===== config.mk =====
export PLATFORM = sky130hd
export DESIGN_NAME = virtual_switch_forwarding_table_core
export DESIGN_NICKNAME = d
export VERILOG_FILES = /design/src/vsft_pkg.sv /design/src/vsft_ctrl.sv /design/src/vsft_datapath.sv /design/src/virtual_switch_forwarding_table_core.sv
export SDC_FILE = /design/constraint.sdc
export NUM_CORES = 1
export LEC_CHECK = 0
export BUFFER_PORTS_ARGS = -buffer_cell sky130_fd_sc_hd__buf_2
export CORE_MARGIN = 3
export CORE_UTILIZATION = 40
export DETAILED_ROUTE_END_ITERATION = 6
export GPL_TIMING_DRIVEN = 0
export HOLD_SLACK_MARGIN = 0.08
export MAX_ROUTING_LAYER = met4
export SETUP_SLACK_MARGIN = 0.1
export SLEW_MARGIN = 20
export SYNTH_ARGS = -nofsm -noshare
export SYNTH_HDL_FRONTEND = slang
export SYNTH_HIERARCHICAL = 1
export SYNTH_SLANG_ARGS = --single-unit

===== constraint.sdc =====
create_clock -name clk -period 4.8 [get_ports clk]
set_clock_uncertainty 0.2 [all_clocks]
set_input_delay 0.24 -clock clk [delete_from_list [all_inputs] [get_ports clk]]
set_output_delay 0.24 -clock clk [all_outputs]
set_load 0.03 [all_outputs]

===== src/vsft_pkg.sv =====
// Shared types and constants for the virtual switch forwarding table.
// Used by vsft_ctrl, vsft_datapath and the top level; no dependencies.
package vsft_pkg;

  localparam int MAC_W     = 48;
  localparam int MACNUM_W  = 32;
  localparam int STATUS_W  = 3;
  localparam int SLOT_W    = 4;
  localparam int CFG_IDX_W = 2;
  localparam int CFG_W     = 32;
  localparam int MAX_RES   = 16;
  localparam int CNT_W     = 5;
  localparam int MCAST_BIT = 40;

  localparam logic [15:0] ASSIGNED_PREFIX = 16'hFEFD;
  localparam logic [MACNUM_W-1:0] LAST_MAC_RESET = 32'hFFFF_FFFE;

  // opcodes
  localparam logic [1:0] OP_CONNECT  = 2'd0;
  localparam logic [1:0] OP_ASSIGNED = 2'd1;
  localparam logic [1:0] OP_DROP     = 2'd2;
  localparam logic [1:0] OP_FRAME    = 2'd3;

  // result status codes
  localparam logic [STATUS_W-1:0] ST_OK      = 3'd0;
  localparam logic [STATUS_W-1:0] ST_FULL    = 3'd1;
  localparam logic [STATUS_W-1:0] ST_NOMAC   = 3'd2;
  localparam logic [STATUS_W-1:0] ST_NODEST  = 3'd3;
  localparam logic [STATUS_W-1:0] ST_NOTCONN = 3'd4;

  // register indexes
  localparam logic [CFG_IDX_W-1:0] CFG_HUB_MODE   = 2'd0;
  localparam logic [CFG_IDX_W-1:0] CFG_FIRST_MAC  = 2'd1;
  localparam logic [CFG_IDX_W-1:0] CFG_LAST_MAC   = 2'd2;

  // result source select
  typedef logic [2:0] emit_sel_t;
  localparam emit_sel_t SEL_ALLOC_OK = 3'd0;
  localparam emit_sel_t SEL_FULL     = 3'd1;
  localparam emit_sel_t SEL_NOMAC    = 3'd2;
  localparam emit_sel_t SEL_NOTCONN  = 3'd3;
  localparam emit_sel_t SEL_DROP_OK  = 3'd4;
  localparam emit_sel_t SEL_PEND     = 3'd5;
  localparam emit_sel_t SEL_NODEST   = 3'd6;

  typedef struct packed {
    logic      load;         // latch request fields, reset scan
    logic      idx_inc;
    logic      alloc_write;  // take slot at idx
    logic      drop_clear;   // free slot at idx
    logic      rd;           // read MAC RAM at idx
    logic      pend_set;     // hold current hit as pending result
    logic      pend_clear;
    logic      emit;
    emit_sel_t emit_sel;
    logic      emit_last;
  } vsft_cmd_t;

  typedef struct packed {
    logic [1:0] op;
    logic       out_free;
    logic       slot_busy;
    logic       idx_end;
    logic       mac_exhausted;
    logic       drop_ok;
    logic       hit;
    logic       pend_valid;
    logic       cnt_last;
  } vsft_stat_t;

endpackage


===== src/vsft_ctrl.sv =====
// Sequencer for the forwarding table: connect scan, disconnect, frame scan.
// Depends on vsft_pkg; drives vsft_datapath through vsft_cmd_t.
module vsft_ctrl import vsft_pkg::*; (
  input  logic       clk,
  input  logic       rst,
  input  logic       req_valid,
  output logic       req_stall,
  input  vsft_stat_t stat,
  output vsft_cmd_t  cmd
);

  localparam logic [2:0] S_IDLE     = 3'd0;
  localparam logic [2:0] S_DISPATCH = 3'd1;
  localparam logic [2:0] S_ALLOC    = 3'd2;
  localparam logic [2:0] S_FAIL     = 3'd3;
  localparam logic [2:0] S_DROP_RD  = 3'd4;
  localparam logic [2:0] S_DROP_RSP = 3'd5;
  localparam logic [2:0] S_FR_RD    = 3'd6;
  localparam logic [2:0] S_FR_CHK   = 3'd7;

  logic [2:0] state, state_next;
  emit_sel_t  fail_sel, fail_sel_next;
  logic       fr_end, fr_end_next;   // frame scan finished, flush pending

  assign req_stall = (state != S_IDLE);

  always_ff @(posedge clk) begin
    if (rst) begin
      state    <= S_IDLE;
      fail_sel <= SEL_FULL;
      fr_end   <= 1'b0;
    end else begin
      state    <= state_next;
      fail_sel <= fail_sel_next;
      fr_end   <= fr_end_next;
    end
  end

  always_comb begin
    cmd           = '0;
    cmd.emit_sel  = SEL_FULL;
    cmd.emit_last = 1'b1;
    state_next    = state;
    fail_sel_next = fail_sel;
    fr_end_next   = fr_end;
    case (state)
      S_IDLE: begin
        if (req_valid) begin
          cmd.load    = 1'b1;
          fr_end_next = 1'b0;
          state_next  = S_DISPATCH;
        end
      end
      S_DISPATCH: begin
        case (stat.op)
          OP_CONNECT:  state_next = S_ALLOC;
          OP_ASSIGNED: begin
            if (stat.mac_exhausted) begin
              fail_sel_next = SEL_NOMAC;
              state_next    = S_FAIL;
            end else begin
              state_next = S_ALLOC;
            end
          end
          OP_DROP:     state_next = S_DROP_RD;
          default:     state_next = S_FR_RD;
        endcase
      end
      S_ALLOC: begin
        if (!stat.slot_busy) begin
          if (stat.out_free) begin
            cmd.alloc_write = 1'b1;
            cmd.emit        = 1'b1;
            cmd.emit_sel    = SEL_ALLOC_OK;
            state_next      = S_IDLE;
          end
        end else if (stat.idx_end) begin
          fail_sel_next = SEL_FULL;
          state_next    = S_FAIL;
        end else begin
          cmd.idx_inc = 1'b1;
        end
      end
      S_FAIL: begin
        if (stat.out_free) begin
          cmd.emit     = 1'b1;
          cmd.emit_sel = fail_sel;
          state_next   = S_IDLE;
        end
      end
      S_DROP_RD: begin
        if (stat.drop_ok) begin
          cmd.rd     = 1'b1;
          state_next = S_DROP_RSP;
        end else begin
          fail_sel_next = SEL_NOTCONN;
          state_next    = S_FAIL;
        end
      end
      S_DROP_RSP: begin
        if (stat.out_free) begin
          cmd.drop_clear = 1'b1;
          cmd.emit       = 1'b1;
          cmd.emit_sel   = SEL_DROP_OK;
          state_next     = S_IDLE;
        end
      end
      S_FR_RD: begin
        if (fr_end) begin
          // flush the held match as the final result, or report no destination if none is held
          if (!stat.pend_valid) begin
            fail_sel_next = SEL_NODEST;
            state_next    = S_FAIL;
          end else if (stat.out_free) begin
            cmd.emit       = 1'b1;
            cmd.emit_sel   = SEL_PEND;
            cmd.pend_clear = 1'b1;
            state_next     = S_IDLE;
          end
        end else begin
          cmd.rd     = 1'b1;
          state_next = S_FR_CHK;
        end
      end
      S_FR_CHK: begin
        if (stat.hit) begin
          if (!stat.pend_valid || stat.out_free) begin
            cmd.emit      = stat.pend_valid;
            cmd.emit_sel  = SEL_PEND;
            cmd.emit_last = 1'b0;
            cmd.pend_set  = 1'b1;
            if (stat.cnt_last || stat.idx_end) begin
              fr_end_next = 1'b1;
            end else begin
              cmd.idx_inc = 1'b1;
            end
            state_next = S_FR_RD;
          end
        end else begin
          if (stat.idx_end) begin
            fr_end_next = 1'b1;
          end else begin
            cmd.idx_inc = 1'b1;
          end
          state_next = S_FR_RD;
        end
      end
      default: state_next = S_IDLE;
    endcase
  end

endmodule


===== src/vsft_datapath.sv =====
// Datapath: config registers, MAC counter, slot valid bits, MAC RAM,
// pending-match holder and result register. Depends on vsft_pkg.
module vsft_datapath import vsft_pkg::*; #(
  parameter int TABLE_DEPTH = 16
) (
  input  logic                  clk,
  input  logic                  rst,
  input  logic                  cfg_we,
  input  logic [CFG_IDX_W-1:0]  cfg_index,
  input  logic [CFG_W-1:0]      cfg_data,
  input  logic [1:0]            opcode,
  input  logic [SLOT_W-1:0]     slot_to_drop,
  input  logic [MAC_W-1:0]      station_mac,
  input  logic [MAC_W-1:0]      frame_dest_mac,
  input  vsft_cmd_t             cmd,
  output vsft_stat_t            stat,
  output logic                  res_valid,
  input  logic                  res_stall,
  output logic [STATUS_W-1:0]   status,
  output logic [SLOT_W-1:0]     port_slot,
  output logic [MAC_W-1:0]      port_mac,
  output logic                  last
);

  localparam int IDX_W = (TABLE_DEPTH > 1) ? $clog2(TABLE_DEPTH) : 1;
  localparam logic [IDX_W-1:0] IDX_LAST = IDX_W'(TABLE_DEPTH - 1);

  logic                  hub_mode;
  logic [MACNUM_W-1:0]   last_mac_number;
  logic [MACNUM_W:0]     next_mac_number;

  logic [1:0]            op_q;
  logic [SLOT_W-1:0]     drop_q;
  logic [MAC_W-1:0]      smac_q;
  logic [MAC_W-1:0]      dmac_q;

  logic [IDX_W-1:0]      idx;
  logic [TABLE_DEPTH-1:0] slot_valid;
  logic [MAC_W-1:0]      mac_mem [TABLE_DEPTH];
  logic [MAC_W-1:0]      rd_data;

  logic [CNT_W-1:0]      match_cnt;
  logic                  pend_valid;
  logic [IDX_W-1:0]      pend_slot;
  logic [MAC_W-1:0]      pend_mac;

  logic [MAC_W-1:0]      new_mac;
  logic [STATUS_W-1:0]   e_status;
  logic [SLOT_W-1:0]     e_slot;
  logic [MAC_W-1:0]      e_mac;
  logic                  out_free;

  assign new_mac  = (op_q == OP_CONNECT) ? smac_q
                                         : {ASSIGNED_PREFIX, next_mac_number[MACNUM_W-1:0]};
  assign out_free = !res_valid || !res_stall;

  always_comb begin
    stat               = '0;
    stat.op            = op_q;
    stat.out_free      = out_free;
    stat.slot_busy     = slot_valid[idx];
    stat.idx_end       = (idx == IDX_LAST);
    stat.mac_exhausted = next_mac_number > {1'b0, last_mac_number};
    stat.drop_ok       = (9'(drop_q) < 9'(TABLE_DEPTH)) && slot_valid[idx];
    stat.hit           = slot_valid[idx] &&
                         (hub_mode || dmac_q[MCAST_BIT] || (rd_data == dmac_q));
    stat.pend_valid    = pend_valid;
    stat.cnt_last      = (match_cnt == CNT_W'(MAX_RES - 1));
  end

  // configuration and MAC counter
  always_ff @(posedge clk) begin
    if (rst) begin
      hub_mode        <= 1'b0;
      last_mac_number <= LAST_MAC_RESET;
      next_mac_number <= '0;
    end else begin
      if (cfg_we && cfg_index == CFG_HUB_MODE) hub_mode <= cfg_data[0];
      if (cfg_we && cfg_index == CFG_LAST_MAC) last_mac_number <= cfg_data;
      if (cfg_we && cfg_index == CFG_FIRST_MAC) begin
        next_mac_number <= {1'b0, cfg_data};
      end else if (cmd.alloc_write && op_q == OP_ASSIGNED) begin
        next_mac_number <= next_mac_number + 1'b1;
      end
    end
  end

  // request latch
  always_ff @(posedge clk) begin
    if (cmd.load) begin
      op_q   <= opcode;
      drop_q <= slot_to_drop;
      smac_q <= station_mac;
      dmac_q <= frame_dest_mac;
    end
  end

  // scan index
  always_ff @(posedge clk) begin
    if (rst) begin
      idx <= '0;
    end else if (cmd.load) begin
      idx <= (opcode == OP_DROP) ? IDX_W'(slot_to_drop) : '0;
    end else if (cmd.idx_inc) begin
      idx <= idx + 1'b1;
    end
  end

  always_ff @(posedge clk) begin
    if (rst) begin
      slot_valid <= '0;
    end else if (cmd.alloc_write) begin
      slot_valid[idx] <= 1'b1;
    end else if (cmd.drop_clear) begin
      slot_valid[idx] <= 1'b0;
    end
  end

  always_ff @(posedge clk) begin
    if (cmd.alloc_write) mac_mem[idx] <= new_mac;
    if (cmd.rd) rd_data <= mac_mem[idx];
  end

  // the newest match is held back so the final one can carry last
  always_ff @(posedge clk) begin
    if (rst) begin
      pend_valid <= 1'b0;
      match_cnt  <= '0;
    end else if (cmd.load || cmd.pend_clear) begin
      pend_valid <= 1'b0;
      match_cnt  <= '0;
    end else if (cmd.pend_set) begin
      pend_valid <= 1'b1;
      match_cnt  <= match_cnt + 1'b1;
    end
  end

  always_ff @(posedge clk) begin
    if (cmd.pend_set) begin
      pend_slot <= idx;
      pend_mac  <= rd_data;
    end
  end

  always_comb begin
    e_status = ST_OK;
    e_slot   = '0;
    e_mac    = '0;
    case (cmd.emit_sel)
      SEL_ALLOC_OK: begin
        e_slot = SLOT_W'(idx);
        e_mac  = new_mac;
      end
      SEL_FULL:    e_status = ST_FULL;
      SEL_NOMAC:   e_status = ST_NOMAC;
      SEL_NOTCONN: begin
        e_status = ST_NOTCONN;
        e_slot   = drop_q;
      end
      SEL_DROP_OK: begin
        e_slot = drop_q;
        e_mac  = rd_data;
      end
      SEL_PEND: begin
        e_slot = SLOT_W'(pend_slot);
        e_mac  = pend_mac;
      end
      SEL_NODEST:  e_status = ST_NODEST;
      default:     e_status = ST_OK;
    endcase
  end

  always_ff @(posedge clk) begin
    if (rst) begin
      res_valid <= 1'b0;
    end else if (cmd.emit) begin
      res_valid <= 1'b1;
    end else if (!res_stall) begin
      res_valid <= 1'b0;
    end
  end

  always_ff @(posedge clk) begin
    if (cmd.emit) begin
      status    <= e_status;
      port_slot <= e_slot;
      port_mac  <= e_mac;
      last      <= cmd.emit_last;
    end
  end

endmodule


===== src/virtual_switch_forwarding_table_core.sv =====
// Forwarding table top: one request at a time, taken the cycle after its last result.
// Connect scans valid bits one slot a cycle. Disconnect reads the slot's MAC, then frees
// it as it emits its result. A frame reads and then checks each slot of the MAC RAM in
// turn. A stalled result holds the sequencer. Results leave through a one-deep output
// register. Synchronous active-high rst clears slots, counter and hub_mode, and sets
// last_mac_number to 0xFFFFFFFE.
module virtual_switch_forwarding_table_core import vsft_pkg::*; #(
  parameter int TABLE_DEPTH = 16
) (
  input  logic                 clk,
  input  logic                 rst,
  input  logic                 cfg_we,
  input  logic [CFG_IDX_W-1:0] cfg_index,
  input  logic [CFG_W-1:0]     cfg_data,
  input  logic                 req_valid,
  output logic                 req_stall,
  input  logic [1:0]           opcode,
  input  logic [SLOT_W-1:0]    slot_to_drop,
  input  logic [MAC_W-1:0]     station_mac,
  input  logic [MAC_W-1:0]     frame_dest_mac,
  output logic                 res_valid,
  input  logic                 res_stall,
  output logic [STATUS_W-1:0]  status,
  output logic [SLOT_W-1:0]    port_slot,
  output logic [MAC_W-1:0]     port_mac,
  output logic                 last
);

  vsft_cmd_t  cmd;
  vsft_stat_t stat;

  vsft_ctrl u_ctrl (
    .clk       (clk),
    .rst       (rst),
    .req_valid (req_valid),
    .req_stall (req_stall),
    .stat      (stat),
    .cmd       (cmd)
  );

  vsft_datapath #(
    .TABLE_DEPTH (TABLE_DEPTH)
  ) u_datapath (
    .clk            (clk),
    .rst            (rst),
    .cfg_we         (cfg_we),
    .cfg_index      (cfg_index),
    .cfg_data       (cfg_data),
    .opcode         (opcode),
    .slot_to_drop   (slot_to_drop),
    .station_mac    (station_mac),
    .frame_dest_mac (frame_dest_mac),
    .cmd            (cmd),
    .stat           (stat),
    .res_valid      (res_valid),
    .res_stall      (res_stall),
    .status         (status),
    .port_slot      (port_slot),
    .port_mac       (port_mac),
    .last           (last)
  );

endmodule


==> results of run 1 <==
[path summary, 6_finish.rpt]
check	from	to	slack, ns
setup / recovery	u_datapath/dmac_q[8]	u_datapath/port_mac[4]	0.15
hold / removal	cfg_data[30]	u_datapath/last_mac_number[30]	0.12
setup reg to reg	u_datapath/dmac_q[8]	u_datapath/port_mac[4]	0.15
hold reg to reg	u_ctrl/fail_sel[0]	u_ctrl/fail_sel[0]	0.27
[cells by family after synthesis]
family / Yosys count / synth area share [%]
xor gates and xnor gates: 75 / 1.47
AOI/OAI and AO/OA: 239 / 3.70
muxes: 323 / 14.3
adders and majority gates: 39 / 1.09
DFF: 1126 / 73.5
buffers and inverters: 195 / 1.77
and+or+nand+nor: 375 / 4.14
[critical path, stage by stage, from the launching register on]
cell	delay, ns
edfxtp_1	0.50
xor2_1	0.27
nor4_2	0.41
nand4_1	0.36
nor3_4	0.40
o31a_1	0.25
or3b_4	0.45
clkinvlp_4	0.12
buf_12	0.20
or3_1	0.21
buf_4	0.31
clkbuf_8	0.30
a22oi_1	0.10
nor2_2	0.33
[registers in the layout (all words and copies together), names as in the netlist, 32 cells and up, named ones only]
name and flops:
u_datapath/smac_q 48, u_datapath/last_mac_number 32, u_datapath/rd_data 48, u_datapath/dmac_q 48, u_datapath/next_mac_number 33, u_datapath/pend_mac 48
u_datapath/mac_mem 768, u_datapath/port_mac 48
[per-stage QoR]
stage | util [%] | hold WS (ns) | instance area, um^2 | power (mW) | std cells
2_1_floorplan | - | 0.109 | 44600 | 12.2 | 2372
3_3_place_gp | 43.2 | 0.216 | 47500 | 12.8 | 4046
3_5_place_dp | 44.0 | 0.218 | 48300 | 12.9 | 4077
4_1_cts | 49.9 | 0.0821 | 54800 | 21.8 | 4548
5_1_grt | 50.0 | 0.0941 | 54900 | 22.3 | 4554
6_report | 50.0 | 0.116 | 54900 | 21.7 | 4555
[cells in the mapped netlist (all sizes together), types with 9 or more instances]
cell type and number:
edfxtp 1026, mux4 244, nor2 156, dfxtp 100, clkbuf 86, mux2 73, inv 67, xor2 56
nand2 55, a22oi 52, o21ai 46, a21oi 42, buf 42, ha 39, a211o 33, a211oi 27
or3 26, nand3 24, nand4 22, xnor2 19, nor4 17, nor3 15, a311oi 11, nand2b 10
nor2b 10, and3 9
[power by group]
group,internal (mW),leakage (nW),switching (mW)
clock,4.98,1.81,3.81
sequential,11.0,10.1,0.128
combinational,0.656,6.19,1.05
[layer usage]
layer	global-route usage (%)	up-vias	routed length [um]
met3	3.60	196	9790
met2	38.6	1174	66200
li1	-	10800	-
met5	-	-	0
met4	5.16	0	2770
met1	31.1	13500	53600
[layout make-up]
type                            count  area, um^2
Tap cell                         1476        1850
Antenna cell                        2        5.00
Sequential cell                  1126       32800
Clock inverter                     81         709
Multi-Input combinational cell   1051       11300
Buffer                            128         679
Timing Repair Buffer              487        4250
Inverter                           67         290
Fill cell                        8966       54900
Clock buffer                      137        2980
[repair_timing]
item                        CTS  global route
resized for setup            76            17
setup endpoints to repair  1009           334
hold endpoints to repair    210             0
hold buffers                251             0
pin swaps                     7             4
buffers inserted              2             5
cloned                        0             0
==> metrics.txt, run 1 <==
outcome complete, no violations; global-route wire length before repair ~190000 um; I/O Pins about 200; initial antenna violation count 4; Routed wire per std cell ~29 um; Pre-antenna DRT Iters 5; post-place setup slack -2.26 ns; Tot GR Track Use a little under a quarter; CTS max path bufs 3; Via Count about 26000; DP Wirelength about 83000 um; syn nets 2552; final worst setup slack ~0.15 ns; vias in the first global route 26400; RSZ-0062 raised after global routing no; Synth cell types 69; Seq/Total Area, Yosys around three quarters; gr ovfl total 0; Worst Setup Start Kind flip-flop; Data arrival, critical path about 5 ns; Vias per Instance between 5 and 6; die height 340 um; die area 116000 um^2; worst-margin pin slew approximately 1.2 ns; Clk Latency, worst-skew pair 0.70 ns; Worst Setup Path Type reg2reg; setup TNS 0 ns; CP Max Fanout 19; Hold Crit Class in2reg; Syn Inst Count around 2400; initial core utilization 40.7%; Die X-Extent 340 um; DRT antenna net count 0; share of post-route cells with drive strength above 1 between 20% and 30%; # setup viols final 0; CP Data Required Time slightly above 5 ns; Yosys top cell by area edfxtp_1; leakage power total about 18 nW; Area growth, synth to finish 22.9%; GP Congestion approximately 0.87; Routed WL roughly 130000 um; Clock Pin Slew Worst Setup and Hold Paths 0.06 ns; hold depth 3; Final Net Count between 3000 and 4000; VDD IR-drop max approximately 0.28 mV; DRC 0; syn_area_per_cell around 19 um^2; Cell Pwr Density around 390 nW/um^2; Synth top area share 69.0%; crit share post-route 97.0%; row cnt around 120; H-tree lvl count 3; initial drt markers approximately 2800; Syn Std Cell Area 44600 um^2; Synth async-reset ratio 0%; synth warn 6; core area around 110000 um^2; most frequent cells in the layout edfxtp_1 (1026), dlygate4sd3_1 (251), mux4_2 (244); clk sinks around 1100; commonest non-fill, non-tap cell in the layout edfxtp_1; largest net degree at the start of global routing between 40 and 50; relative slew slack between 20 and 25%; Post-synth EDFFs just over 1000; CTS Buf Count ~120; Synth Register Bits 1126; max-cap violations 0; Root Driver clkbuf_16; Max Clk Rate between 200 and 250 MHz; top post-synthesis cells by area edfxtp_1 (69%), mux4_2 (12%), dfxtp_1 (4.5%); Final min period roughly 4.7 ns; max-slew violations 0; r2r worst-path depth 13; nature of the critical path endpoint flip-flop; final hold viol count 0; I/O Buffers 198; most used flip-flop cell after synthesis edfxtp_1; CTS tree built
Note: power is estimated with default switching activity, not from simulation.
==> run 2: changes to the inputs <==
- ABC_AREA: default -> 1
==> run 2 against run 1 <==
Sequential share of layout area fell by 2.4 points. Combinational power rose to 4.7 times the previous value. Final area grew 4.2%. Count of clock-buffer cells in the layout up 3. Fmax is essentially flat. Area after synthesis grew 2.9%. First-iteration DRC count is 48% higher. Critical endpoint is now u_datapath/port_mac[7]. Largest cell class unchanged. Highest routed layer unchanged.
==> metrics.txt, run 2 <==
outcome complete, no violations; Synth async-reset ratio 0% (unchanged); Power Total 29.0 mW (+34%); CTS Buf Count 113 (-2.6%); CTS max path bufs 3 (unchanged); RSZ-0062 raised after global routing yes; initial core utilization 40.6% (-0.099 points); crit share post-route 97.0% (about the same); GP Congestion 0.878 (+0.73%); CTS tree built; Seq/Total Area, Yosys 71.4% (-2.1 points); DRC 0 (unchanged); Max Clk Rate 215 MHz (about the same); Area growth, synth to finish 24.5%; most frequent cell after synthesis edfxtp_1; met3 usage 4.56% (+0.96 points); Final min period 4.65 ns (-0.000908 ns); DP Wirelength 102000 um (+23%); Via Count 33800 (+32%); synth warn 6 (unchanged); row cnt 123 (+1.7%); Syn Std Cell Area 45900 um^2 (+2.9%); met2 usage 39.7% (+1.1 points); Cell Pwr Density 507 nW/um^2 (+28%); commonest non-fill, non-tap cell in the layout edfxtp_1; GR met1 Demand/Resource 34.2% (+3.1 points); Syn Inst Count 3847 (+62%); gr ovfl total 0 (unchanged); Die X-Extent 345 um (+1.4%); top post-synthesis cells by area edfxtp_1 (67%), nand2_1 (5.5%), dfxtp_1 (4.4%); Final Net Count 4727 (+50%); vias in the first global route 32600 (+24%); Most flops, register u_datapath/mac_mem; max-cap violations 0 (unchanged); die area 119000 um^2 (+2.9%); Util after Layout 50.5% (+0.51 points); Hold Crit Class in2reg; initial antenna violation count 5 (+1); crit-path cells inv_1 > nand2_1 > nand2_1 > nand2_1 > nor2_2 > nand2_1 > nor2_1 > nand3_2 > a21oi_2 > inv_1 > nor3_4 > buf_6 > nor3_1 > o21ai_2 > inv_2 > nor2_4 > clkinvlp_4 > buf_4 > buf_4 > o211ai_1; end of the worst hold path u_datapath/smac_q[18]; Pre-antenna DRT Iters 5 (unchanged); Synth Register Bits 1126 (unchanged); clk sinks 1126 (unchanged); die height 345 um (+1.4%); most frequent cells in the layout edfxtp_1 (1026), nand2_1 (672), nor2_1 (477); global-route wire length before repair 216000 um (+14%); crit-path max cell delay 0.51 ns (about the same); worst-margin pin slew 1.08 ns (-0.0893 ns); initial drt markers 4222 (+48%); relative slew slack 27.8% (+5.7 points); Routed wire per std cell 24.3 um (-16%); DRT antenna net count 0 (unchanged); Root Driver clkbuf_16; FILL cells 9811 (+9.4%); most used flip-flop cell after synthesis edfxtp_1; Critical-path top delay cell o211ai_1; setup TNS 0 ns (unchanged); I/O Buffers 198 (unchanged); H-tree lvl count 3 (unchanged); reg2reg end u_datapath/port_mac[7]; Commonest cells post-synth edfxtp_1 (1026), nand2_1 (672), nor2_1 (496); Synth cell types 46 (-33%); largest net degree at the start of global routing 27 (-41%); Clk Latency, worst-skew pair 0.71 ns (about the same); Routed WL 150000 um (+13%); Post-synth EDFFs 1026 (unchanged); Yosys top cell by area edfxtp_1; I/O Pins 199 (unchanged); hold depth 2 (-1); worst path buffer plus inverter count 7 (+3); CP Max Fanout 14 (-5); syn_area_per_cell 11.9 um^2 (-37%); core area 113000 um^2 (+3.2%); VDD IR-drop max 0.353 mV (+24%); Worst Setup Start Kind flip-flop; r2r setup slk 0.15 ns (about the same); worst r2r src u_datapath/rd_data[15]; Worst Setup Path Type reg2reg; Vias per Instance 5.50 (-2.5%); Synth top area share 67.1% (-2.0 points); Worst Hold Launch station_mac[18]; Data arrival, critical path 4.88 ns (-0.04 ns); nature of the critical path endpoint flip-flop; syn nets 4027 (+58%); r2r worst-path depth 20 (+7); share of post-route cells with drive strength above 1 14.6% (-13 points); CP top delay family simple AND/OR/NAND/NOR gates; max-slew violations 0 (unchanged); max reg flops 768 (unchanged); Clock Pin Slew Worst Setup and Hold Paths 0.06 ns (about the same); # setup viols final 0 (unchanged); busiest layer in global routing met2; leakage power total 20.2 nW (+12%); most used cell, CP nand2_1; Tot GR Track Use 25.6% (+2.1 points); hold slack 0.0963 ns (-0.0202 ns); final hold viol count 0 (unchanged); CP Data Required Time 5.02 ns (-0.05 ns)
-- run 2: changes by cell type after synthesis, sizes merged, moves of 73 or more --
cell and change:
nand2 +630, o21ai +440, nor2 +367, mux4 -244, o22ai +195, inv +154
mux2 -73
-- run 2: worst max path at each step --
stage                                      start                        end  slack [ns]  cells after the start
after floorplan                u_datapath/idx[0]  u_datapath/mac_mem[15][0]        0.05                     17
after global placement     u_datapath/rd_data[5]     u_datapath/port_mac[7]       -3.96                     16
after detailed placement   u_datapath/rd_data[5]     u_datapath/port_mac[7]       -1.64                     17
after CTS                 u_datapath/rd_data[15]     u_datapath/port_mac[7]        0.03                     20
after global routing           u_datapath/idx[0]    u_datapath/port_mac[19]        0.09                     22
final                     u_datapath/rd_data[15]     u_datapath/port_mac[7]        0.15                     20
-- run 2: cell families (layout without fill, tap and decap cells) --
group           count (synthesis)  count (layout)  share of synthesized area [%]
fa+ha+maj                      39              39                           1.06
buf+inv                       425            1221                           4.13
simple gates                 1370            1370                           12.3
other cells                     0               5                              0
flops                        1126            1126                           71.4
compound gates                844             844                           10.3
xor+xnor                       43              43                          0.820
-- run 2: repair_timing --
action,in CTS,in global routing
pin swaps,8,1
hold buffers,301,0
gates resized for setup,27,13
hold endpoints to repair,200,0
buffers inserted,22,0
endpoints found under the setup margin,479,280
-- run 2: stage by stage --
step                worst slack, ns  cells  instance area (um^2)
floorplan                    0.0450   3847                 45900
global placement              -3.96   5545                 48800
detailed placement            -1.64   5610                 50200
CTS                          0.0326   6143                 57100
global route                 0.0942   6145                 57200
finish                        0.146   6148                 57200
-- run 2: area by class of cell --
type                    count  area, um^2  area share (%)
plain buffers             201        1090            1.90
clock inverters            71         699            1.22
multi-input cells        2296       11500            20.1
repair buffers            586        5390            9.43
flip-flops and latches   1126       32800            57.4
inverters                 223         853            1.49
well taps                1500        1880            3.28
diodes                      5        12.5          0.0219
clock buffers             140        2960            5.18
-- run 2: power breakdown --
part	internal, mW	leakage [nW]	total, mW	switching (mW)
Clock	5.03	1.78	8.83	3.81
Combinational	2.28	8.29	8.01	5.73
Sequential	11.8	10.2	12.2	0.322
Total	19.1	20.2	29.0	9.86
-- run 2: layer usage --
layer | routed length (um) | up-vias
li1 | - | 15200
met1 | 60600 | 16500
met2 | 68800 | 1821
met3 | 14900 | 302
met4 | 5300 | 0
met5 | 0 | -
